==> src/hw/rtl/lsbp_pkg.sv <==
// Package for the LSB-first bit packer: request and result payload types,
// internal job and config structs, status/operation/register codes.
// No dependencies.
`default_nettype none

package lsbp_pkg;

  localparam int unsigned BYTE_BITS   = 8;
  localparam int unsigned WORD_BITS   = 64;
  localparam int unsigned CFG_IDX_W   = 2;
  localparam int unsigned CFG_DATA_W  = 48;
  localparam int unsigned JQ_DEPTH    = 4;
  localparam int unsigned JQ_PTR_W    = 2;
  localparam int unsigned JQ_CNT_W    = 3;

  // operation codes
  localparam logic OP_WRITE = 1'b0;
  localparam logic OP_PAD   = 1'b1;

  // status codes
  localparam logic [2:0] ST_OK        = 3'd0;
  localparam logic [2:0] ST_TOO_LARGE = 3'd1;
  localparam logic [2:0] ST_STRAY     = 3'd2;
  localparam logic [2:0] ST_LIMIT     = 3'd3;
  localparam logic [2:0] ST_OVERFLOW  = 3'd4;

  // configuration register indexes
  localparam logic [CFG_IDX_W-1:0] CFG_LIMIT_ENABLE = 2'd0;
  localparam logic [CFG_IDX_W-1:0] CFG_BIT_LIMIT    = 2'd1;

  typedef struct packed {
    logic        operation;
    logic [5:0]  write_len;
    logic [63:0] field_value;
  } in_item_t;

  typedef struct packed {
    logic [7:0] out_byte;
    logic       byte_valid;
    logic [2:0] status;
    logic       last;
  } out_item_t;

  typedef struct packed {
    logic                  limit_enable;
    logic [CFG_DATA_W-1:0] bit_limit;
  } cfg_t;

  // One classified request: bytes to emit (0 means a single status result).
  typedef struct packed {
    logic [WORD_BITS-1:0] word;
    logic [3:0]           nbytes;
    logic [2:0]           status;
  } job_t;

endpackage

`default_nettype wire

==> src/hw/rtl/lsbp_front.sv <==
// Front end of the bit packer: holds stream state, checks each request and
// turns it into a job for the back end. Depends on lsbp_pkg.
`default_nettype none

module lsbp_front import lsbp_pkg::*; #(
  parameter int unsigned MAX_WRITE_BITS = 56,
  parameter int unsigned COUNT_BITS     = 48
) (
  input  wire logic     clk,
  input  wire logic     rst_n,
  input  wire cfg_t     cfg,
  input  wire logic     accept,
  input  wire in_item_t req,
  output job_t          job
);

  localparam int unsigned SUM_W = COUNT_BITS + 1;
  localparam int unsigned CMP_W = (SUM_W > CFG_DATA_W) ? SUM_W : CFG_DATA_W;
  localparam logic [5:0]  MAX_CNT = 6'(MAX_WRITE_BITS);

  logic [6:0]            partial_r, partial_nxt;
  logic [COUNT_BITS-1:0] total_r, total_nxt;

  logic [2:0]           rem;
  logic                 pad_aligned;
  logic [5:0]           cnt;
  logic [63:0]          val;
  logic [63:0]          mask;
  logic [SUM_W-1:0]     sum;
  logic                 too_large, stray, ovf, over_limit;
  logic [2:0]           status;
  logic [WORD_BITS-1:0] word, rest;
  logic [6:0]           bit_end;
  logic [3:0]           nbytes;

  always_comb begin
    rem         = total_r[2:0];
    pad_aligned = (req.operation == OP_PAD) && (rem == 3'd0);
    cnt         = (req.operation == OP_PAD) ? 6'(4'd8 - {1'b0, rem}) : req.write_len;
    val         = (req.operation == OP_PAD) ? 64'd0 : req.field_value;
    mask        = (64'd1 << cnt) - 64'd1;
    sum         = {1'b0, total_r} + SUM_W'(cnt);

    too_large  = cnt > MAX_CNT;
    stray      = (val & ~mask) != 64'd0;
    ovf        = sum[COUNT_BITS];
    over_limit = cfg.limit_enable && (CMP_W'(sum) > CMP_W'(cfg.bit_limit));

    if (pad_aligned)    status = ST_OK;
    else if (too_large) status = ST_TOO_LARGE;
    else if (stray)     status = ST_STRAY;
    else if (ovf)       status = ST_OVERFLOW;
    else if (over_limit) status = ST_LIMIT;
    else                status = ST_OK;

    word    = WORD_BITS'(partial_r) | (val << rem);
    bit_end = 7'(rem) + 7'(cnt);
    nbytes  = bit_end[6:3];
    rest    = word >> {nbytes, 3'b000};

    job.word   = word;
    job.nbytes = (pad_aligned || status != ST_OK) ? 4'd0 : nbytes;
    job.status = status;

    partial_nxt = partial_r;
    total_nxt   = total_r;
    if (accept && !pad_aligned && status == ST_OK) begin
      partial_nxt = rest[6:0];
      total_nxt   = sum[COUNT_BITS-1:0];
    end
  end

  always_ff @(posedge clk) begin
    if (!rst_n) begin
      partial_r <= '0;
      total_r   <= '0;
    end else begin
      partial_r <= partial_nxt;
      total_r   <= total_nxt;
    end
  end

endmodule

`default_nettype wire

==> src/hw/rtl/lsbp_queue.sv <==
// Short job queue between the front and back ends of the bit packer.
// Depends on lsbp_pkg.
`default_nettype none

module lsbp_queue import lsbp_pkg::*; (
  input  wire logic clk,
  input  wire logic rst_n,
  input  wire logic push,
  input  wire job_t push_job,
  output logic      full,
  input  wire logic pop,
  output logic      empty,
  output job_t      head
);

  job_t                entry_r [JQ_DEPTH];
  logic [JQ_PTR_W-1:0] wr_ptr_r, wr_ptr_nxt;
  logic [JQ_PTR_W-1:0] rd_ptr_r, rd_ptr_nxt;
  logic [JQ_CNT_W-1:0] count_r, count_nxt;
  logic                do_push, do_pop;

  always_comb begin
    full       = count_r == JQ_CNT_W'(JQ_DEPTH);
    empty      = count_r == '0;
    head       = entry_r[rd_ptr_r];
    do_push    = push && !full;
    do_pop     = pop && !empty;
    wr_ptr_nxt = do_push ? wr_ptr_r + 1'b1 : wr_ptr_r;
    rd_ptr_nxt = do_pop ? rd_ptr_r + 1'b1 : rd_ptr_r;
    count_nxt  = count_r + JQ_CNT_W'(do_push) - JQ_CNT_W'(do_pop);
  end

  always_ff @(posedge clk) begin
    if (do_push) begin
      entry_r[wr_ptr_r] <= push_job;
    end
  end

  always_ff @(posedge clk) begin
    if (!rst_n) begin
      wr_ptr_r <= '0;
      rd_ptr_r <= '0;
      count_r  <= '0;
    end else begin
      wr_ptr_r <= wr_ptr_nxt;
      rd_ptr_r <= rd_ptr_nxt;
      count_r  <= count_nxt;
    end
  end

endmodule

`default_nettype wire

==> src/hw/rtl/lsbp_back.sv <==
// Back end of the bit packer: walks the head job one result per cycle into
// the output register while it is free or popped. Depends on lsbp_pkg.
`default_nettype none

module lsbp_back import lsbp_pkg::*; (
  input  wire logic clk,
  input  wire logic rst_n,
  input  wire logic job_empty,
  input  wire job_t job,
  output logic      job_pop,
  output logic      out_empty,
  input  wire logic out_pop,
  output out_item_t out_data
);

  logic       out_valid_r, out_valid_nxt;
  out_item_t  out_data_r, out_data_nxt;
  logic [2:0] idx_r, idx_nxt;
  logic       advance, is_last;
  logic [3:0] nres_m1;

  always_comb begin
    // a job with no bytes still gives one status result
    nres_m1 = (job.nbytes == 4'd0) ? 4'd0 : job.nbytes - 4'd1;
    is_last = {1'b0, idx_r} == nres_m1;
    advance = !job_empty && (!out_valid_r || out_pop);
    job_pop = advance && is_last;

    out_data_nxt = out_data_r;
    idx_nxt      = idx_r;
    if (advance) begin
      if (job.nbytes == 4'd0) begin
        out_data_nxt.out_byte   = 8'd0;
        out_data_nxt.byte_valid = 1'b0;
        out_data_nxt.status     = job.status;
      end else begin
        out_data_nxt.out_byte   = job.word[{idx_r, 3'b000} +: BYTE_BITS];
        out_data_nxt.byte_valid = 1'b1;
        out_data_nxt.status     = ST_OK;
      end
      out_data_nxt.last = is_last;
      idx_nxt           = is_last ? 3'd0 : idx_r + 3'd1;
    end

    if (advance)      out_valid_nxt = 1'b1;
    else if (out_pop) out_valid_nxt = 1'b0;
    else              out_valid_nxt = out_valid_r;

    out_empty = !out_valid_r;
    out_data  = out_data_r;
  end

  always_ff @(posedge clk) begin
    out_data_r <= out_data_nxt;
  end

  always_ff @(posedge clk) begin
    if (!rst_n) begin
      out_valid_r <= 1'b0;
      idx_r       <= '0;
    end else begin
      out_valid_r <= out_valid_nxt;
      idx_r       <= idx_nxt;
    end
  end

endmodule

`default_nettype wire

==> src/hw/rtl/lsb_first_bit_packer_top.sv <==
// LSB-first bit packer top level: config registers, front end, job queue,
// back end. Depends on lsbp_pkg, lsbp_front, lsbp_queue, lsbp_back.
// An accepted request goes into the 4-entry job queue, then via the back end into
// the output register. Requests enter one per cycle while the queue has room; the
// back end gives one result per cycle while results are popped: max(bytes, 1) per
// request, up to 7 for a 56-bit write. Synchronous reset clears control state.
`default_nettype none

module lsb_first_bit_packer_top import lsbp_pkg::*; #(
  parameter int unsigned MAX_WRITE_BITS = 56,
  parameter int unsigned COUNT_BITS     = 48
) (
  input  wire logic                  clk,
  input  wire logic                  rst_n,
  input  wire logic                  in_push,
  output logic                       in_full,
  input  wire in_item_t              in_data,
  output logic                       out_empty,
  input  wire logic                  out_pop,
  output out_item_t                  out_data,
  input  wire logic                  cfg_valid,
  output logic                       cfg_ready,
  input  wire logic [CFG_IDX_W-1:0]  cfg_index,
  input  wire logic [CFG_DATA_W-1:0] cfg_data
);

  cfg_t cfg_r, cfg_nxt;
  logic in_accept, out_accept;
  job_t front_job, head_job;
  logic q_full, q_empty, q_pop;

  always_comb begin
    cfg_ready  = 1'b1;
    in_full    = q_full;
    in_accept  = in_push && !q_full;
    out_accept = out_pop && !out_empty;

    cfg_nxt = cfg_r;
    if (cfg_valid) begin
      case (cfg_index)
        CFG_LIMIT_ENABLE: cfg_nxt.limit_enable = cfg_data[0];
        CFG_BIT_LIMIT:    cfg_nxt.bit_limit    = cfg_data;
        default:          cfg_nxt = cfg_r;
      endcase
    end
  end

  always_ff @(posedge clk) begin
    if (!rst_n) begin
      cfg_r <= '0;
    end else begin
      cfg_r <= cfg_nxt;
    end
  end

  lsbp_front #(
    .MAX_WRITE_BITS (MAX_WRITE_BITS),
    .COUNT_BITS     (COUNT_BITS)
  ) u_front (
    .clk    (clk),
    .rst_n  (rst_n),
    .cfg    (cfg_r),
    .accept (in_accept),
    .req    (in_data),
    .job    (front_job)
  );

  lsbp_queue u_queue (
    .clk      (clk),
    .rst_n    (rst_n),
    .push     (in_accept),
    .push_job (front_job),
    .full     (q_full),
    .pop      (q_pop),
    .empty    (q_empty),
    .head     (head_job)
  );

  lsbp_back u_back (
    .clk       (clk),
    .rst_n     (rst_n),
    .job_empty (q_empty),
    .job       (head_job),
    .job_pop   (q_pop),
    .out_empty (out_empty),
    .out_pop   (out_accept),
    .out_data  (out_data)
  );

  // a byte result always carries ok status
  a_byte_ok: assert property (@(posedge clk) disable iff (!rst_n)
    (!out_empty && out_data.byte_valid) |-> (out_data.status == ST_OK))
    else $error("byte result with non-ok status");

  // a result without a byte is the only result of its request
  a_nobyte_last: assert property (@(posedge clk) disable iff (!rst_n)
    (!out_empty && !out_data.byte_valid) |-> (out_data.last && out_data.out_byte == 8'd0))
    else $error("status result not marked last or nonzero byte");

  // the rest of a request's bytes follow without a gap
  a_no_gap: assert property (@(posedge clk) disable iff (!rst_n)
    (out_accept && !out_data.last) |=> !out_empty)
    else $error("gap inside a request's results");

endmodule

`default_nettype wire

==> config.mk <==
export PLATFORM = sky130hd
export DESIGN_NAME = lsb_first_bit_packer_top
export DESIGN_NICKNAME = d
export VERILOG_FILES = /design/src/hw/rtl/lsbp_pkg.sv /design/src/hw/rtl/lsbp_front.sv /design/src/hw/rtl/lsbp_queue.sv /design/src/hw/rtl/lsbp_back.sv /design/src/hw/rtl/lsb_first_bit_packer_top.sv
export SDC_FILE = /design/constraint.sdc
export NUM_CORES = 1
export LEC_CHECK = 0
export ABC_AREA = 1
export BUFFER_PORTS_ARGS = -buffer_cell sky130_fd_sc_hd__buf_4
export CORE_MARGIN = 2
export CORE_UTILIZATION = 56
export CTS_BUF_LIST = sky130_fd_sc_hd__clkbuf_16
export CTS_CLUSTER_SIZE = 16
export DETAILED_ROUTE_END_ITERATION = 10
export GPL_ROUTABILITY_DRIVEN = 1
export GPL_TIMING_DRIVEN = 1
export PLACE_DENSITY_LB_ADDON = 0.25
export SLEW_MARGIN = 20
export SYNTH_ARGS = -nofsm -noshare
export SYNTH_HDL_FRONTEND = slang
export SYNTH_SLANG_ARGS = --single-unit
==> constraint.sdc <==
create_clock -name clk -period 6.3 [get_ports clk]
set_input_delay 0.63 -clock clk [delete_from_list [all_inputs] [get_ports clk]]
set_output_delay 0.63 -clock clk [all_outputs]
set_load 0.005 [all_outputs]
* Word-level counts from Yosys, hierarchy flattened
Memories as Yosys holds them, arrays and structs flattened. A register that Yosys moved wholly into a read port is not among the register bits. Index checks and enable logic that the tools add are counted.
Storage, ports and cells: flip-flop bits (word level) 128, memory bits (writable) 284, bits of input ports 126, output and inout port bits 16, word-level logic and storage cells 79, memories 1
Memory list:
- u_queue.entry_r | depth 4, bits a word 71, rd ports 1, clocked after Yosys merged registers in 1, write ports 1, RTL line lsbp_queue.sv:16 | job_t entry_r [JQ_DEPTH];
Cells by class: add/subtract/negate cells 10, $lt $le $gt $ge 2, equality and inequality tests 3, shifts and indexed selects 4, mux-type cells 17, bitwise operators 3, reduce and logical (&&, ||, !) cells 26
Operators with widths (number):
- $and 64x64->64 | 1
- $mux 64 | 1
- $not 64->64 | 1
- $or 7x64->64 | 1
- $reduce_bool 64->1 | 1
- $shiftx 64x7->8 | 1
- $shl 1x6->64 const A | 1
- $shl 64x3->64 | 1
- $shr 64x7->7 | 1
- $sub 64x1->64 const B | 1
- $add 48x6->49 | 1
- $gt 49x48->1 | 1
- $mux 3 | 5
- $mux 4 | 3
- $logic_and 1x1->1 | 10
- $logic_not 3->1 | 3
- $add 3x6->7 | 1
- $gt 6x6->1 const B | 1
- $mux 2 | 3
- $mux 6 | 1
- $sub 4x3->5 const A | 1
- $add 2x1->2 const B | 2
- $eq 3x4->1 | 1
- $logic_not 1->1 | 4
- 13 further kinds | 18

* Longest topological paths before layout
depth after elaboration 13, gate-level depth with buffers 47, mapped depth without buffers 42

* By module
A second synthesis with hierarchy kept.
Second synthesis, totals: cells, all modules 3355, area, all modules 25384.3 um^2
By module, submodules not included:
- lsbp_front | instances 1, cells each 2095, area an instance 11048.1 um^2, sequential area each 1101.1 um^2
- lsbp_queue | instances 1, cells each 755, area an instance 11011.8 um^2, sequential area each 8708.4 um^2
- lsb_first_bit_packer_top | instances 1, cells each 318, area an instance 2045.7 um^2, sequential area each 980.9 um^2
- lsbp_back | instances 1, cells each 187, area an instance 1278.7 um^2, sequential area each 470.5 um^2

* Worst setup path after synthesis
OpenSTA, ideal clock, no wires.
path kind register -> register, from reg u_front.total_r[0], to reg u_front.total_r[17], library setup time 0.116 ns, arrival 6.298 ns, data required time 6.184 ns, setup slack -0.114 ns, stages on the path, launching flop included 40, buffers on the path 5, period minus slack after synthesis 6.414 ns, cell sequence dfxtp_1 buf_2 inv_4 clkbuf_1 clkbuf_1 ha_1 ha_1 nand2_1 o21ai_4 ha_1 nand3_1 nand3_1 a21oi_1 o21bai_1 a21oi_1 nor2_1 nand3_1 nor3_2 (+4 left out) xor2_1 inv_1 ha_1 nand2_1 nor3_1 nand2_1 o311ai_0 a21oi_1 inv_1 nand4_1 nand2_1 nand2_4 nor2_4 buf_6 buf_8 nand3_2 nand2_1 nor2_2
Between the ends: longest elaborated chain between the ends 12, elaborated cells between the ends (all ways) 22, classes of those cells add/sub (3); order compare (2); shift (1); mux (6); bitwise (2); reduce/logical (8)
RTL lines:
- start: declaration | RTL line lsbp_front.sv:22 | logic [COUNT_BITS-1:0] total_r, total_nxt;
- start signal: assignment | RTL line lsbp_front.sv:79 | total_r <= total_nxt;
- $sub 4x3->5 | RTL line lsbp_front.sv:39 | cnt = (req.operation == OP_PAD) ? 6'(4'd8 - {1'b0, rem}) : req.write_len;
- $mux 6 | RTL line lsbp_front.sv:39
- $add 48x6->49 * | RTL line lsbp_front.sv:42 | sum = {1'b0, total_r} + SUM_W'(cnt);
- net u_front.sum[45] | RTL line lsbp_front.sv:29 | logic [SUM_W-1:0] sum;
- $gt 49x48->1 * | RTL line lsbp_front.sv:47 | over_limit = cfg.limit_enable && (CMP_W'(sum) > CMP_W'(cfg.bit_limit));
- $logic_and 1x1->1 * | RTL line lsbp_front.sv:47
- $mux 2 * | RTL line lsbp_front.sv:53 | else if (over_limit) status = ST_LIMIT;
- $mux 3 * | RTL line lsbp_front.sv:52 | else if (ovf) status = ST_OVERFLOW;
- $mux 3 * | RTL line lsbp_front.sv:51 | else if (stray) status = ST_STRAY;
- $mux 3 * | RTL line lsbp_front.sv:50 | else if (too_large) status = ST_TOO_LARGE;
- $mux 3 * | RTL line lsbp_front.sv:49 | if (pad_aligned) status = ST_OK;
- $logic_not 3->1 * | RTL line lsbp_front.sv:67 | if (accept && !pad_aligned && status == ST_OK) begin
- $logic_and 1x1->1 * | RTL line lsbp_front.sv:67
The timed path passes the listed nets; every way through them passes the cells marked *. A chain may end at the register's enable or synchronous reset.

==> results.toml <==
[timing]
tightest_slew_ns = 1.04
fin_skew_ns = 0.0224
fin_ws_ns = 0.353
period_share = 0.944
slew-limit-headroom = 0.303
fmax_ghz = 0.168
setup_viol = 0
slew_violations = 0
hold_viol_final = 0
period_minus_slack_ns = 5.95

[clock_tree]
clk_pin_slew_ns = 0.06
hold_buffers = 0
clk_latency_ns = 0.57
cts_root_buf = "clkbuf_16"
cts_tree = "yes"
clock_sinks = 414
numCtsBuffers = 42
htreeDepth = 2
cts_max_path_buffers = 3

[logic_synthesis]
ys_top_cells_by_area = "edfxtp_1 (36%), dfxtp_1 (9.4%), nand2_1 (8.7%), o21ai_0 (7.6%), nor2_1 (6.2%)"
yosysSeqAreaShare = 0.453
synth_area_sq_mm = 0.0249
synth_edf_count = 297
synthAdderAreaFrac = 0.0338
ys_warn_count = 0
synth_top_area_share = 0.359
synthArstFlopShare = 0
synth_cell_types = 59
synth_cells = 3070
syn_avg_cell_area_sq_um = 8.10
synth_compound_area_frac = 0.150
synth.area.mux_share = 0.0165
syn_nets = 3262
synth_top_family_by_area = "simple AND/OR/NAND/NOR gates"
synthSimpleGateAreaFrac = 0.250
synthXorXnorAreaFrac = 0.0183
synth_flop_cell = "edfxtp_1"
synth_area_leader_cell = "edfxtp_1"
ys_ff_latch = 414

[grt]
grt_usage = 0.327
grt_pass1_wl_um = 118000
gr-usage-met3 = 0.0441
overflow = 0
grt_antenna_before_repair = 0
use_met2 = 0.528
met1_usage = 0.467
grt_pass1_vias = 20800
top_usage_layer = "met2"
grt_max_degree = 89

[placed_design]
gp_congestion = 0.959
hpwlAfterDp_um = 55200
dpl_worst_slack_ns = -0.227
dpl_cell_area_sq_mm = 0.0264
io_buffers = 140

[power_and_ir_drop]
p_leak_uw = 0.0122
p_switching_uw = 3670
p_total_uw = 9560
power_density_mw_per_mm2 = 343
p_int_uw = 5890
seq_power_share = 0.384
ir_drop_uv = 297
p_comb_frac = 0.374
switching_share = 0.384
clkPwrFrac = 0.242

[worst_setup_path]
critPathRequiredTime_ns = 6.57
worst_setup_path_end_kind = "flip-flop"
critPathKind = "flip-flop to flip-flop"
crit_path_top_delay_cell = "nor3_1"
worst-path-max-fanout = 4
worst_path_most_repeated_cell = "inv_1"
crit_family = "simple AND/OR/NAND/NOR gates"
critPathMaxStageDelay_ns = 0.53
setup.worst_path.start_class = "flip-flop"
worstPathArrival_ns = 6.22
cp.buffers_inverters = 8

[floorplan]
die_w_um = 215
die_h_um = 215
rows = 77
fp.dieArea_sq_mm = 0.0461
core_sq_mm = 0.0440
ioPinCount = 142
initial_core_util = 0.564

[final_layout]
nets = 3346
area_growth_pct = 12.3
fillers = 3785
mostFrequentLayoutCells = "nand2_1 (574), nor2_1 (403), o21ai_0 (377)"
design_area_sq_mm = 0.0279
fin_util = 0.634
drive_above_1_share = 0.148
layout_commonest_cell = "nand2_1"
antenna_cells = 0

[drt]
drt_iter0_markers = 2476
wl_per_cell_um = 20.4
final_antenna_net_count = 0
drc_errors = 0
vias = 22300
routed_wirelength_um = 77000
viasPerCell = 5.90
drt_pass1_iterations = 6

[flow_run]
cap_violations = 0

[worst_hold_path]
hp-class = "input port to flip-flop"

[status]
status = "finished, final reports clean"
## routing by layer
metal | vias to the layer above | share of wire
met4 | 0 | 0.022
li1 | 10600 | -
met5 | - | 0
met3 | 112 | 0.074
met1 | 10600 | 0.44
met2 | 927 | 0.46
## flip-flops by register name, summed over array words and instances, names as in the netlist, 2 cells and up, named ones only
name / cells
u_queue.entry_r: 284
cfg_r: 49
u_front.total_r: 48
u_back.out_data: 13
u_front.partial_r: 7
u_back.idx_r: 3
u_queue.count_r: 3
u_queue.rd_ptr_r: 2
u_queue.wr_ptr_r: 2
## cell type report
cell class	instances	area [sq um]	share of cell area
Tap cell	592	741	0.0265
Clock buffer	43	1080	0.0386
Timing Repair Buffer	204	1630	0.0583
Multi-Input combinational cell	2184	11800	0.424
Inverter	308	1160	0.0416
Clock inverter	32	186	0.00668
Sequential cell	414	11300	0.404
## path summary, 6_finish.rpt
kind / from / to / slack [ns] / cells past startpoint
hold reg to reg: cfg_r[21]$_SDFFE_PN0P_ / cfg_r[21]$_SDFFE_PN0P_ / 0.46 / 2
setup / recovery: u_front.total_r[0]$_SDFFE_PN0P_ / u_queue.entry_r[2][6]$_DFFE_PP_ / 0.35 / 34
hold / removal: cfg_data[0] / cfg_r[0]$_SDFFE_PN0P_ / 0.30 / 3
setup reg to reg: u_front.total_r[0]$_SDFFE_PN0P_ / u_queue.entry_r[2][6]$_DFFE_PP_ / 0.35 / 34
## stage by stage
step	hold WS [ns]	std cells	TNS [ns]
global route	0.295	3777	-1.49
detailed placement	0.456	3691	-10.58
floorplan	0.435	3070	0
global placement	0.449	3691	-0.0975
CTS	0.280	3766	0
finish	0.299	3777	0
## cell families after synthesis
kind of cell,after synthesis
compound gates,645
simple gates,1379
xor+xnor,52
buf+inv,472
mux,41
fa+ha+maj,66
other cells,1
flops,414
## power by group through the flow
stage | Clock, uW | Combinational, uW | Sequential (uW)
floorplan | 0 | 2370 | 3680
global placement | 0 | 3340 | 3710
detailed placement | 0 | 3430 | 3720
CTS | 2330 | 3460 | 3670
global route | 2450 | 3920 | 3710
finish | 2310 | 3570 | 3670
## worst min-delay path, cell delays in order
cell and delay, ns:
buf_4 0.08, nor2_1 0.04, nor2_1 0.08
## synth_stat cells, drive strengths merged (9+ instances only)
cell type and n:
o221ai 59, o22ai 16, nor3 32, o21ai 382, inv 305, dfxtp 117
buf 56, o21bai 13, xor2 43, clkbuf 108, or2 9, xnor2 9
nand2 598, nand3 175, mux2i 41, o211ai 21, nand4 66, edfxtp 297
ha 64, a21oi 134, nor2 480
## repair_timing
item,in CTS,in global routing
setup endpoints to repair,41,79
buffers inserted,0,7
cloned,0,4
pin swaps,0,8
resized for setup,3,30
Power figures use the tool's default switching activity.
